## src/hdl/mfb_pkg.sv

```systemverilog
// Shared types, constants and helper functions of the framebuffer draw engine.
package mfb_pkg;

    localparam int SCREEN_WIDTH  = 128;
    localparam int SCREEN_HEIGHT = 64;
    localparam int FB_BYTES      = (SCREEN_WIDTH * SCREEN_HEIGHT) / 8;
    localparam int AW            = (FB_BYTES > 1) ? $clog2(FB_BYTES) : 1;
    localparam int XW            = $clog2(SCREEN_WIDTH);
    localparam int YW            = (SCREEN_HEIGHT > 1) ? $clog2(SCREEN_HEIGHT) : 1;
    localparam int CW            = 13;

    typedef enum logic [2:0] {
        FN_PIXEL     = 3'd0,
        FN_HLINE     = 3'd1,
        FN_VLINE     = 3'd2,
        FN_RECT      = 3'd3,
        FN_CLEAR     = 3'd4,
        FN_IMG_START = 3'd5,
        FN_IMG_BYTE  = 3'd6,
        FN_READ      = 3'd7
    } func_t;

    typedef struct packed {
        func_t       func;
        logic [11:0] x_pos;
        logic [11:0] y_pos;
        logic [9:0]  span_width;
        logic [9:0]  span_height;
        logic [9:0]  line_length;
        logic        color;
        logic        fill;
        logic [7:0]  image_data;
        logic [9:0]  byte_address;
    } req_t;

    typedef struct packed {
        logic [7:0] read_data;
        logic       image_finished;
        logic       byte_ignored;
    } res_t;

    typedef enum logic [2:0] {
        JOB_DRAW  = 3'd0,
        JOB_CLEAR = 3'd1,
        JOB_START = 3'd2,
        JOB_BYTE  = 3'd3,
        JOB_READ  = 3'd4
    } job_kind_t;

    typedef struct packed {
        logic [XW-1:0] x0;
        logic [XW-1:0] x1;
        logic [YW-1:0] y0;
        logic [YW-1:0] y1;
    } box_t;

    typedef struct packed {
        job_kind_t      kind;
        logic           color;
        logic [2:0]     nbox;
        box_t [3:0]     boxes;
        logic [11:0]    x_pos;
        logic [11:0]    y_pos;
        logic [9:0]     span_width;
        logic [9:0]     span_height;
        logic [15:0]    count;
        logic [7:0]     image_data;
        logic [9:0]     byte_address;
    } job_t;

    function automatic logic [XW-1:0] clamp_x(input logic [CW-1:0] v);
        return (v >= CW'(SCREEN_WIDTH)) ? XW'(SCREEN_WIDTH - 1) : v[XW-1:0];
    endfunction

    function automatic logic [YW-1:0] clamp_y(input logic [CW-1:0] v);
        return (v >= CW'(SCREEN_HEIGHT)) ? YW'(SCREEN_HEIGHT - 1) : v[YW-1:0];
    endfunction

    function automatic box_t make_box(input logic [CW-1:0] x0, input logic [CW-1:0] x1,
                                      input logic [CW-1:0] y0, input logic [CW-1:0] y1);
        box_t b;
        b.x0 = clamp_x(x0);
        b.x1 = clamp_x(x1);
        b.y0 = clamp_y(y0);
        b.y1 = clamp_y(y1);
        return b;
    endfunction

    // The store is kept upside down and mirrored: row 0 sits at the end.
    function automatic logic [AW:0] pix_byte(input logic [XW-1:0] cx, input logic [YW-1:0] cy);
        int lin;
        lin = SCREEN_WIDTH * (SCREEN_HEIGHT - 1 - int'(cy)) + (SCREEN_WIDTH - 1 - int'(cx));
        return (AW + 1)'(lin >> 3);
    endfunction

    function automatic logic [7:0] pix_mask(input logic [XW-1:0] cx);
        return 8'h80 >> cx[2:0];
    endfunction

endpackage

```

## src/hdl/mfb_queue.sv

```systemverilog
// Two-entry job queue between the front end and the drawing back end.
module mfb_queue (
    input  logic          clk,
    input  logic          rst_n,
    input  logic          push,
    input  mfb_pkg::job_t push_job,
    input  logic          pop,
    output logic          full,
    output logic          not_empty,
    output mfb_pkg::job_t head
);

    mfb_pkg::job_t entry_reg [2];
    logic          wr_ptr_reg;
    logic          rd_ptr_reg;
    logic [1:0]    count_reg;
    logic          do_push;
    logic          do_pop;

    assign full      = (count_reg == 2'd2);
    assign not_empty = (count_reg != 2'd0);
    assign head      = entry_reg[rd_ptr_reg];
    assign do_push   = push & ~full;
    assign do_pop    = pop & not_empty;

    always_ff @(posedge clk)
    begin
        if (do_push)
        begin
            entry_reg[wr_ptr_reg] <= push_job;
        end
    end

    always_ff @(posedge clk or negedge rst_n)
    begin
        if (!rst_n)
        begin
            wr_ptr_reg <= 1'b0;
            rd_ptr_reg <= 1'b0;
            count_reg  <= 2'd0;
        end
        else
        begin
            if (do_push)
            begin
                wr_ptr_reg <= ~wr_ptr_reg;
            end
            if (do_pop)
            begin
                rd_ptr_reg <= ~rd_ptr_reg;
            end
            count_reg <= count_reg + 2'(do_push) - 2'(do_pop);
        end
    end

endmodule

```

## config.mk

```make
export PLATFORM = sky130hd
export DESIGN_NAME = mfb_queue
export DESIGN_NICKNAME = d
export VERILOG_FILES = /design/src/hdl/mfb_pkg.sv /design/src/hdl/mfb_queue.sv
export SDC_FILE = /design/constraint.sdc
export NUM_CORES = 1
export LEC_CHECK = 0
export BUFFER_PORTS_ARGS = -buffer_cell sky130_fd_sc_hd__buf_2
export CAP_MARGIN = 25
export CORE_ASPECT_RATIO = 1.25
export CORE_MARGIN = 2
export CORE_UTILIZATION = 56
export CTS_CLUSTER_DIAMETER = 50
export DETAILED_ROUTE_END_ITERATION = 8
export PLACE_DENSITY_LB_ADDON = 0.12
export SETUP_SLACK_MARGIN = 0.15
export SYNTH_ARGS = -nofsm -noshare
export SYNTH_HDL_FRONTEND = slang
export SYNTH_SLANG_ARGS = --single-unit
```

## constraint.sdc

```tcl
create_clock -name clk -period 25.7 [get_ports clk]
set_input_delay 1.285 -clock clk [delete_from_list [all_inputs] [get_ports clk]]
set_output_delay 1.285 -clock clk [all_outputs]
set_load 0.02 [all_outputs]
```

==> metrics.csv <==
metric,value,unit
ant_nets,0,
cts_num_sinks,382,
dieArea,26700,µm²
finalSetupViolCount,0,
yosys_warnings,0,
grt_max_degree,75,
critPathArrivalTime,2610,ps
cap_violations,0,
root_buffer,clkbuf_16,
final_nets,1211,
final_core_util,70.5,%
hold_class,reg2reg,
leakagePower,6.93,nW
clock_latency,510,ps
top_layer_used,met5,
hold_depth,1,
fmax,0.257,GHz
switching_share,31.8,%
critPathTopFamily,buffers and inverters,
tightestPinTransition,985,ps
ir_drop,0.0901,mV
worstPathMaxFanout,43,
via_count,7145,
startpoint_type,flip-flop,
syn_avg_cell_area,23.5,µm²
grt_usage,20.1,%
synth_top_area_cell,edfxtp_1,
num_rows,65,
post_cts_buffers,0,
largest_register_ffs,378,
slew_headroom,34.3,%
worst_clock_skew,12.9,ps
clk_pin_slew,60,ps
cts.path.max_buffers,3,
synth.distinct_cells,16,
intPower,0.00146,W
hp-start,count_reg[0]$_DFF_PN0_,
drc,0,
min_to,count_reg[0]$_DFF_PN0_,
seq_power_share,41.7,%
synth_seq_area_share,80.4,%
met3_length,2.46,mm
rr_worst_depth,3,
synth_area,14200,µm²
cts-hold-fix-buffers,0,
areaGrowthSynthToFinish,24.5,%
fin_crit,3890,ps
synth.most_common_cell,edfxtp_1,
rsz0062_at_grt,no,
wl_met1,9.56,mm
end_kind,output pin,
cp_slowest_cell,dfrtp_4,
drt_pass1_iterations,4,
power_density,121,nW/µm²
crit_chain,buf_4 -> buf_12 -> mux2_4 -> buf_2,
synthArstFlopShare,1.05,%
synth-seq-cells,382,
slew_viol_final,0,
grt_pass1_vias,7396,
start_util,56.6,%
status,"finished, final reports clean",
synthTopCellsByCount,"378 x edfxtp_1, 100 x mux2_4, 89 x mux2_2",
port_buffers,383,
r2r_start,count_reg[1]$_DFF_PN0_,
critPathKind,reg2out,
wl_per_cell,19.9,µm
worst-path-buf-inv,3,
grt_pass1_wl,40.4,mm
critPathMaxStageDelay,660,ps
wl,27.6,mm
final_hold_viol_count,0,
synthCells,606,
cts_buffers,37,
synth_top_flop_cell,edfxtp_1,
p_sw,0.000682,W
overflow,0,
die_w,147,µm
vias_per_cell,5.15,
dr_wl_met2,14.3,mm
cts_tree,yes,
io_pins,384,
antenna_found_initial,14,
core,25100,µm²
crit_required,24410,ps
synth_top_area_share,79.7,%
ctsResizeCount,0,
p_clk_share,24.3,%
fillers,1619,
synth_edf_count,378,
r2r-end,entry_reg[1][93]$_DFFE_PP_,
setup_tns,0,ps
htree_levels,2,
regToRegSetupSlack,23210,ps
cp_num_cells,4,
fp.dieH,182,µm
ys_top_cells_by_area,"edfxtp_1 80%, mux2_4 11%, mux2_2 7.0%",
drt_iter0_markers,386,
period_share,15.1,%
gp_congestion,0.813,
syn-num-nets,801,
combPwrFrac,33.9,%
drive_gt1_share,61.2,%
dp_hpwl,18.6,mm
-- cells by family after synthesis --
kind of cell,Yosys count,share of synthesized area [%]
fa+ha+maj,2,0.176
simple gates,6,0.229
xor+xnor,4,0.246
mux,189,17.6
flops,382,80.4
buf+inv,23,1.32
-- power groups by stage --
| stage | Combinational, W | Clock (W) | Sequential [W] |
|---|---|---|---|
| 5_1_grt | 0.000771 | 0.000557 | 0.000908 |
| 6_report | 0.000727 | 0.000522 | 0.000895 |
| 3_3_place_gp | 0.000713 | 0 | 0.000919 |
| 4_1_cts | 0.000718 | 0.000534 | 0.000913 |
| 3_5_place_dp | 0.000715 | 0 | 0.000925 |
| 2_1_floorplan | 0.000540 | 0 | 0.000925 |
-- worst max path at each step --
stage                           startpoint  slack [ps]                   endpoint
CTS                 rd_ptr_reg$_DFFE_PN0P_       21090                   head[41]
global placement    rd_ptr_reg$_DFFE_PN0P_       21660                   head[35]
floorplan                             push       15740  entry_reg[0][0]$_DFFE_PP_
global route        rd_ptr_reg$_DFFE_PN0P_       21690                  head[177]
finish              rd_ptr_reg$_DFFE_PN0P_       21810                  head[177]
detailed placement  rd_ptr_reg$_DFFE_PN0P_       21660                   head[33]
-- routing by layer --
layer / GRT usage [%] / up-vias
met4: 9.83 / 8
met5: 0 / -
met1: 21.6 / 3472
met3: 7.10 / 85
met2: 35.2 / 321
li1: - / 3259
-- metrics by stage --
| step | hold WS (ps) | cell area, µm² | setup WS [ps] | total power (W) | instances |
|---|---|---|---|---|---|
| after floorplan | 461 | 14200 | 15740 | 0.00146 | 606 |
| after global placement | 499 | 16500 | 21660 | 0.00163 | 1310 |
| after detailed placement | 506 | 16500 | 21660 | 0.00164 | 1310 |
| after CTS | 519 | 17600 | 21090 | 0.00216 | 1376 |
| after global routing | 546 | 17700 | 21690 | 0.00224 | 1388 |
| final | 517 | 17700 | 21810 | 0.00214 | 1388 |
-- cell type report --
type	instances	area [µm²]	area share, %
Inverter	2	7.51	0.0424
Tap cell	335	419	2.37
Clock buffer	43	991	5.59
Antenna cell	10	25.0	0.141
Multi-Input combinational cell	201	2610	14.7
Clock inverter	23	195	1.10
Sequential cell	382	11500	64.6
Timing Repair Buffer	392	2020	11.4
-- cells in the final DEF (no fill, tap or decap), drive strengths merged --
cell type and n:
buf 392, edfxtp 378, mux2 189, clkbuf 43
clkinv 17, diode 10, dfrtp 4, inv 4
xnor2 3, bufinv 3, ha 2, or2 1
and2 1, nand2b 1, nand2 1, and3 1
nor2 1, xor2 1, clkinvlp 1
-- worst register-to-register path, delay by kind of cell (launching register included) --
family                 cells  cell delay, ps
and+or+nand+nor            2             770
buffers and inverters      1             900
DFF                        1             400
Note: power is estimated with default switching activity, not from simulation.
