`config.mk`:
```
export PLATFORM = sky130hd
export DESIGN_NAME = mfb_front
export DESIGN_NICKNAME = d
export VERILOG_FILES = /design/src/hdl/mfb_pkg.sv /design/src/hdl/mfb_front.sv
export SDC_FILE = /design/constraint.sdc
export NUM_CORES = 1
export LEC_CHECK = 0
export BUFFER_PORTS_ARGS = -buffer_cell sky130_fd_sc_hd__buf_2
export CAP_MARGIN = 20
export CORE_MARGIN = 2
export CORE_UTILIZATION = 28
export DETAILED_ROUTE_END_ITERATION = 8
export GPL_ROUTABILITY_DRIVEN = 0
export GPL_TIMING_DRIVEN = 1
export MAX_ROUTING_LAYER = met4
export SLEW_MARGIN = 30
export SYNTH_ARGS = -nofsm -noshare
export SYNTH_HDL_FRONTEND = slang
export SYNTH_SLANG_ARGS = --single-unit
```
`constraint.sdc`:
```
create_clock -name vclk -period 6.35
set_clock_uncertainty 0.1 [all_clocks]
set_input_delay 0.635 -clock vclk [all_inputs]
set_output_delay 0.635 -clock vclk [all_outputs]
set_load 0.1 [all_outputs]
```
`src/hdl/mfb_pkg.sv`:
```
// Shared types, constants and helper functions of the framebuffer draw engine.
package mfb_pkg;

    localparam int SCREEN_WIDTH  = 128;
    localparam int SCREEN_HEIGHT = 64;
    localparam int FB_BYTES      = (SCREEN_WIDTH * SCREEN_HEIGHT) / 8;
    localparam int AW            = (FB_BYTES > 1) ? $clog2(FB_BYTES) : 1;
    localparam int XW            = $clog2(SCREEN_WIDTH);
    localparam int YW            = (SCREEN_HEIGHT > 1) ? $clog2(SCREEN_HEIGHT) : 1;
    localparam int CW            = 13;

    typedef enum logic [2:0] {
        FN_PIXEL     = 3'd0,
        FN_HLINE     = 3'd1,
        FN_VLINE     = 3'd2,
        FN_RECT      = 3'd3,
        FN_CLEAR     = 3'd4,
        FN_IMG_START = 3'd5,
        FN_IMG_BYTE  = 3'd6,
        FN_READ      = 3'd7
    } func_t;

    typedef struct packed {
        func_t       func;
        logic [11:0] x_pos;
        logic [11:0] y_pos;
        logic [9:0]  span_width;
        logic [9:0]  span_height;
        logic [9:0]  line_length;
        logic        color;
        logic        fill;
        logic [7:0]  image_data;
        logic [9:0]  byte_address;
    } req_t;

    typedef struct packed {
        logic [7:0] read_data;
        logic       image_finished;
        logic       byte_ignored;
    } res_t;

    typedef enum logic [2:0] {
        JOB_DRAW  = 3'd0,
        JOB_CLEAR = 3'd1,
        JOB_START = 3'd2,
        JOB_BYTE  = 3'd3,
        JOB_READ  = 3'd4
    } job_kind_t;

    typedef struct packed {
        logic [XW-1:0] x0;
        logic [XW-1:0] x1;
        logic [YW-1:0] y0;
        logic [YW-1:0] y1;
    } box_t;

    typedef struct packed {
        job_kind_t      kind;
        logic           color;
        logic [2:0]     nbox;
        box_t [3:0]     boxes;
        logic [11:0]    x_pos;
        logic [11:0]    y_pos;
        logic [9:0]     span_width;
        logic [9:0]     span_height;
        logic [15:0]    count;
        logic [7:0]     image_data;
        logic [9:0]     byte_address;
    } job_t;

    function automatic logic [XW-1:0] clamp_x(input logic [CW-1:0] v);
        return (v >= CW'(SCREEN_WIDTH)) ? XW'(SCREEN_WIDTH - 1) : v[XW-1:0];
    endfunction

    function automatic logic [YW-1:0] clamp_y(input logic [CW-1:0] v);
        return (v >= CW'(SCREEN_HEIGHT)) ? YW'(SCREEN_HEIGHT - 1) : v[YW-1:0];
    endfunction

    function automatic box_t make_box(input logic [CW-1:0] x0, input logic [CW-1:0] x1,
                                      input logic [CW-1:0] y0, input logic [CW-1:0] y1);
        box_t b;
        b.x0 = clamp_x(x0);
        b.x1 = clamp_x(x1);
        b.y0 = clamp_y(y0);
        b.y1 = clamp_y(y1);
        return b;
    endfunction

    // The store is kept upside down and mirrored: row 0 sits at the end.
    function automatic logic [AW:0] pix_byte(input logic [XW-1:0] cx, input logic [YW-1:0] cy);
        int lin;
        lin = SCREEN_WIDTH * (SCREEN_HEIGHT - 1 - int'(cy)) + (SCREEN_WIDTH - 1 - int'(cx));
        return (AW + 1)'(lin >> 3);
    endfunction

    function automatic logic [7:0] pix_mask(input logic [XW-1:0] cx);
        return 8'h80 >> cx[2:0];
    endfunction

endpackage

```
`src/hdl/mfb_front.sv`:
```
// Front end: accepts requests and turns each into a job, with clamped boxes for drawing requests.
module mfb_front (
    input  logic              req_valid,
    output logic              req_stall,
    input  mfb_pkg::req_t     req,
    input  logic              queue_full,
    input  logic              init_busy,
    output logic              push,
    output mfb_pkg::job_t     job
);

    logic [mfb_pkg::CW-1:0] x13, y13, w13, h13, len13;
    logic [19:0]            area;

    assign req_stall = queue_full | init_busy;
    assign push      = req_valid & ~req_stall;

    always_comb
    begin
        x13   = {1'b0, req.x_pos};
        y13   = {1'b0, req.y_pos};
        w13   = {3'b0, req.span_width};
        h13   = {3'b0, req.span_height};
        len13 = {3'b0, req.line_length};
        area  = 20'(req.span_width) * 20'(req.span_height);

        job              = '0;
        job.kind         = mfb_pkg::JOB_DRAW;
        job.color        = req.color;
        job.x_pos        = req.x_pos;
        job.y_pos        = req.y_pos;
        job.span_width   = req.span_width;
        job.span_height  = req.span_height;
        job.count        = area[18:3];
        job.image_data   = req.image_data;
        job.byte_address = req.byte_address;

        unique case (req.func)
            mfb_pkg::FN_PIXEL:
            begin
                job.nbox     = 3'd1;
                job.boxes[0] = mfb_pkg::make_box(x13, x13, y13, y13);
            end
            mfb_pkg::FN_HLINE:
            begin
                job.nbox     = 3'd1;
                job.boxes[0] = mfb_pkg::make_box(x13, x13 + len13, y13, y13);
            end
            mfb_pkg::FN_VLINE:
            begin
                job.nbox     = 3'd1;
                job.boxes[0] = mfb_pkg::make_box(x13, x13, y13, y13 + len13);
            end
            mfb_pkg::FN_RECT:
            begin
                if (req.fill)
                begin
                    if (req.span_width != 10'd0 && req.span_height != 10'd0)
                    begin
                        job.nbox     = 3'd1;
                        job.boxes[0] = mfb_pkg::make_box(x13, x13 + w13 - 13'd1,
                                                         y13, y13 + h13 - 13'd1);
                    end
                end
                else
                begin
                    job.nbox     = 3'd4;
                    job.boxes[0] = mfb_pkg::make_box(x13, x13 + w13, y13, y13);
                    job.boxes[1] = mfb_pkg::make_box(x13, x13 + w13, y13 + h13, y13 + h13);
                    job.boxes[2] = mfb_pkg::make_box(x13, x13, y13, y13 + h13);
                    job.boxes[3] = mfb_pkg::make_box(x13 + w13, x13 + w13, y13, y13 + h13);
                end
            end
            mfb_pkg::FN_CLEAR:     job.kind = mfb_pkg::JOB_CLEAR;
            mfb_pkg::FN_IMG_START: job.kind = mfb_pkg::JOB_START;
            mfb_pkg::FN_IMG_BYTE:  job.kind = mfb_pkg::JOB_BYTE;
            mfb_pkg::FN_READ:      job.kind = mfb_pkg::JOB_READ;
        endcase
    end

endmodule

```
==> impl_metrics.toml <==
[grt]
grt_max_degree = 24
gr-total-overflow = 0
grt_pass1_vias = 6351
groute.usage.overall_pct = 16.7
antenna_found_initial = 0
grt_pass1_wl_um = 34200

[detailed_routing]
drt_pass1_iterations = 5
routed_wl_um = 22500
wl_per_cell_um = 16.3
via_count = 6786
ant_nets = 0
drcViolationCount = 0
first_iter_violations = 496
post_drt_via_cell_ratio = 4.92

[pwr]
peakVddDrop_mv = 0.639
p_leak_nw = 4.28
cellPowerDensity_nw_per_um2 = 509

[synth]
netlist_area_um2 = 6990
ys_seq_area_share_pct = 0
synth_cell_types = 64
synth_nets = 1180
netlist_instances = 941
yosysWarnings = 0
avgSynthCellArea_um2 = 7.43

[floorplan]
die_w_um = 162
core_area_um2 = 24400
start_util_pct = 28.7
die-area_um2 = 26300
rows = 57
die_h_um = 162
io_pins = 271

[cells_and_area]
drive_above_1_share_pct = 28.7
final_common_cell = "buf_2"
final_util_pct = 33.5
syn2layout_area_growth_pct = 16.7
layout_common_cells = "218 x buf_2, 94 x inv_1, 92 x nor2_1"
antenna_cells = 0
fin_nets = 1297
n_clock_buffer = 0
regArea_um2 = 0
seq_cell_count = 0

[critical_path]
path_max_fanout = 9
crit_path_max_incr_delay_ns = 0.55
startpoint_type = "input pin"
arrival_ns = 5.43
worstSetupEndpointType = "output pin"
cp.required_ns = 5.61
crit_chain = "clkbuf_4 > buf_6 > nand2_1 > fa_1 > fa_1 > inv_1 > fa_1 > fa_1 > fa_1 > ha_2 > a41o_1 > o41ai_4 > buf_4 > o21bai_1 > a21oi_2 > xnor2_2 > buf_12"
path_class = "in -> out"
cp_common_cell = "fa_1"
crit_path_top_delay_cell = "fa_1"

[sta]
finalSetupViolations = 0
drv_slew = 0
rsz0062_at_grt = "true"
timing.slew.headroom_pct = 50.0
hold_slack_ns = 1.17
fin_ws_ns = 0.183
finalCritPeriodShare_pct = 97.1
hold_viol = 0
period_minus_slack_ns = 6.17
fmax_mhz = 162
tightest_slew_ns = 0.751

[place]
io_buffer_count = 232
hpwl_um = 19300
pre_cts_slack_ns = -0.00536

[worst_hold_path]
hold_path.class = "in -> out"
holdPathStages = 0
min_from = "req[0]"
min_to = "job[0]"

[job]
drv_cap = 0

[outcome]
outcome = "finished, final reports clean"
## routing by layer
layer	up-vias	routed length (um)	GRT usage, %
li1	3276	-	-
met1	3252	10300	24.1
met2	232	10200	25.8
met3	26	1430	1.17
met4	0	498	3.06
met5	-	0	-
## stage by stage
step	TNS [ns]	power (W)	instances	instance area, um^2
floorplan	-0.313	0.00322	941	7120
global placement	0	0.00404	1377	7990
detailed placement	-0.00536	0.00405	1377	7990
CTS	0	0.00409	1377	8010
global route	-0.0118	0.00440	1380	8160
finish	0	0.00415	1380	8160
## cell families after synthesis
logic type	count (synthesis)	share of synthesized area (%)
AOI/OAI and AO/OA	172	16.5
xor gates and xnor gates	47	5.89
adders and majority gates	159	35.4
buffers and inverters	241	19.3
muxes	3	0.429
other	1	0.0536
and+or+nand+nor	318	22.4
## worst max-delay path: cells and delay by family
family	cells	cell delay (ns)
XOR/XNOR	1	0.15
AO/OA/AOI/OAI	4	0.88
AND/OR/NAND/NOR	1	0.08
buffers and inverters	5	0.78
adder cells (fa/ha/maj)	6	2.89
## where the power goes
group	internal, W	total [W]	switching (W)
Clock	0	0	0
Combinational	0.00130	0.00415	0.00285
Sequential	0	0	0
## cells in the mapped netlist, types with 18 or more instances
cell type / instances / share of area, %
ha_1: 94 / 17
nand2_1: 71 / 3.8
nor2_1: 94 / 5.0
fa_1: 65 / 19
nand3_1: 19 / 1.4
buf_4: 116 / 12
o21ai_0: 45 / 3.2
a21oi_1: 39 / 2.8
xnor2_1: 31 / 3.9
clkbuf_1: 28 / 1.5
and2_1: 57 / 5.1
inv_1: 95 / 5.1
nor3_1: 18 / 1.3
## what timing repair did
item	4_1_cts	5_1_grt
pin swaps	1	17
resized for setup	3	31
endpoints found under the setup margin	2	4
hold endpoints to repair	0	0
hold buffers	0	0
buffers inserted	0	3
## cell type report
cell class | count | area (um^2)
Tap cell | 324 | 405
Multi-Input combinational cell | 700 | 5870
Fill cell | 2668 | 16200
Timing Repair Buffer | 261 | 1530
Inverter | 95 | 357
## worst max path at each step
| stage | end | start |
|---|---|---|
| finish | job[31] | req[43] |
| global route | job[32] | req[31] |
| CTS | job[32] | req[43] |
| detailed placement | job[31] | req[43] |
| global placement | job[32] | req[43] |
| floorplan | job[32] | req[33] |
Note: power is estimated with default switching activity, not from simulation.
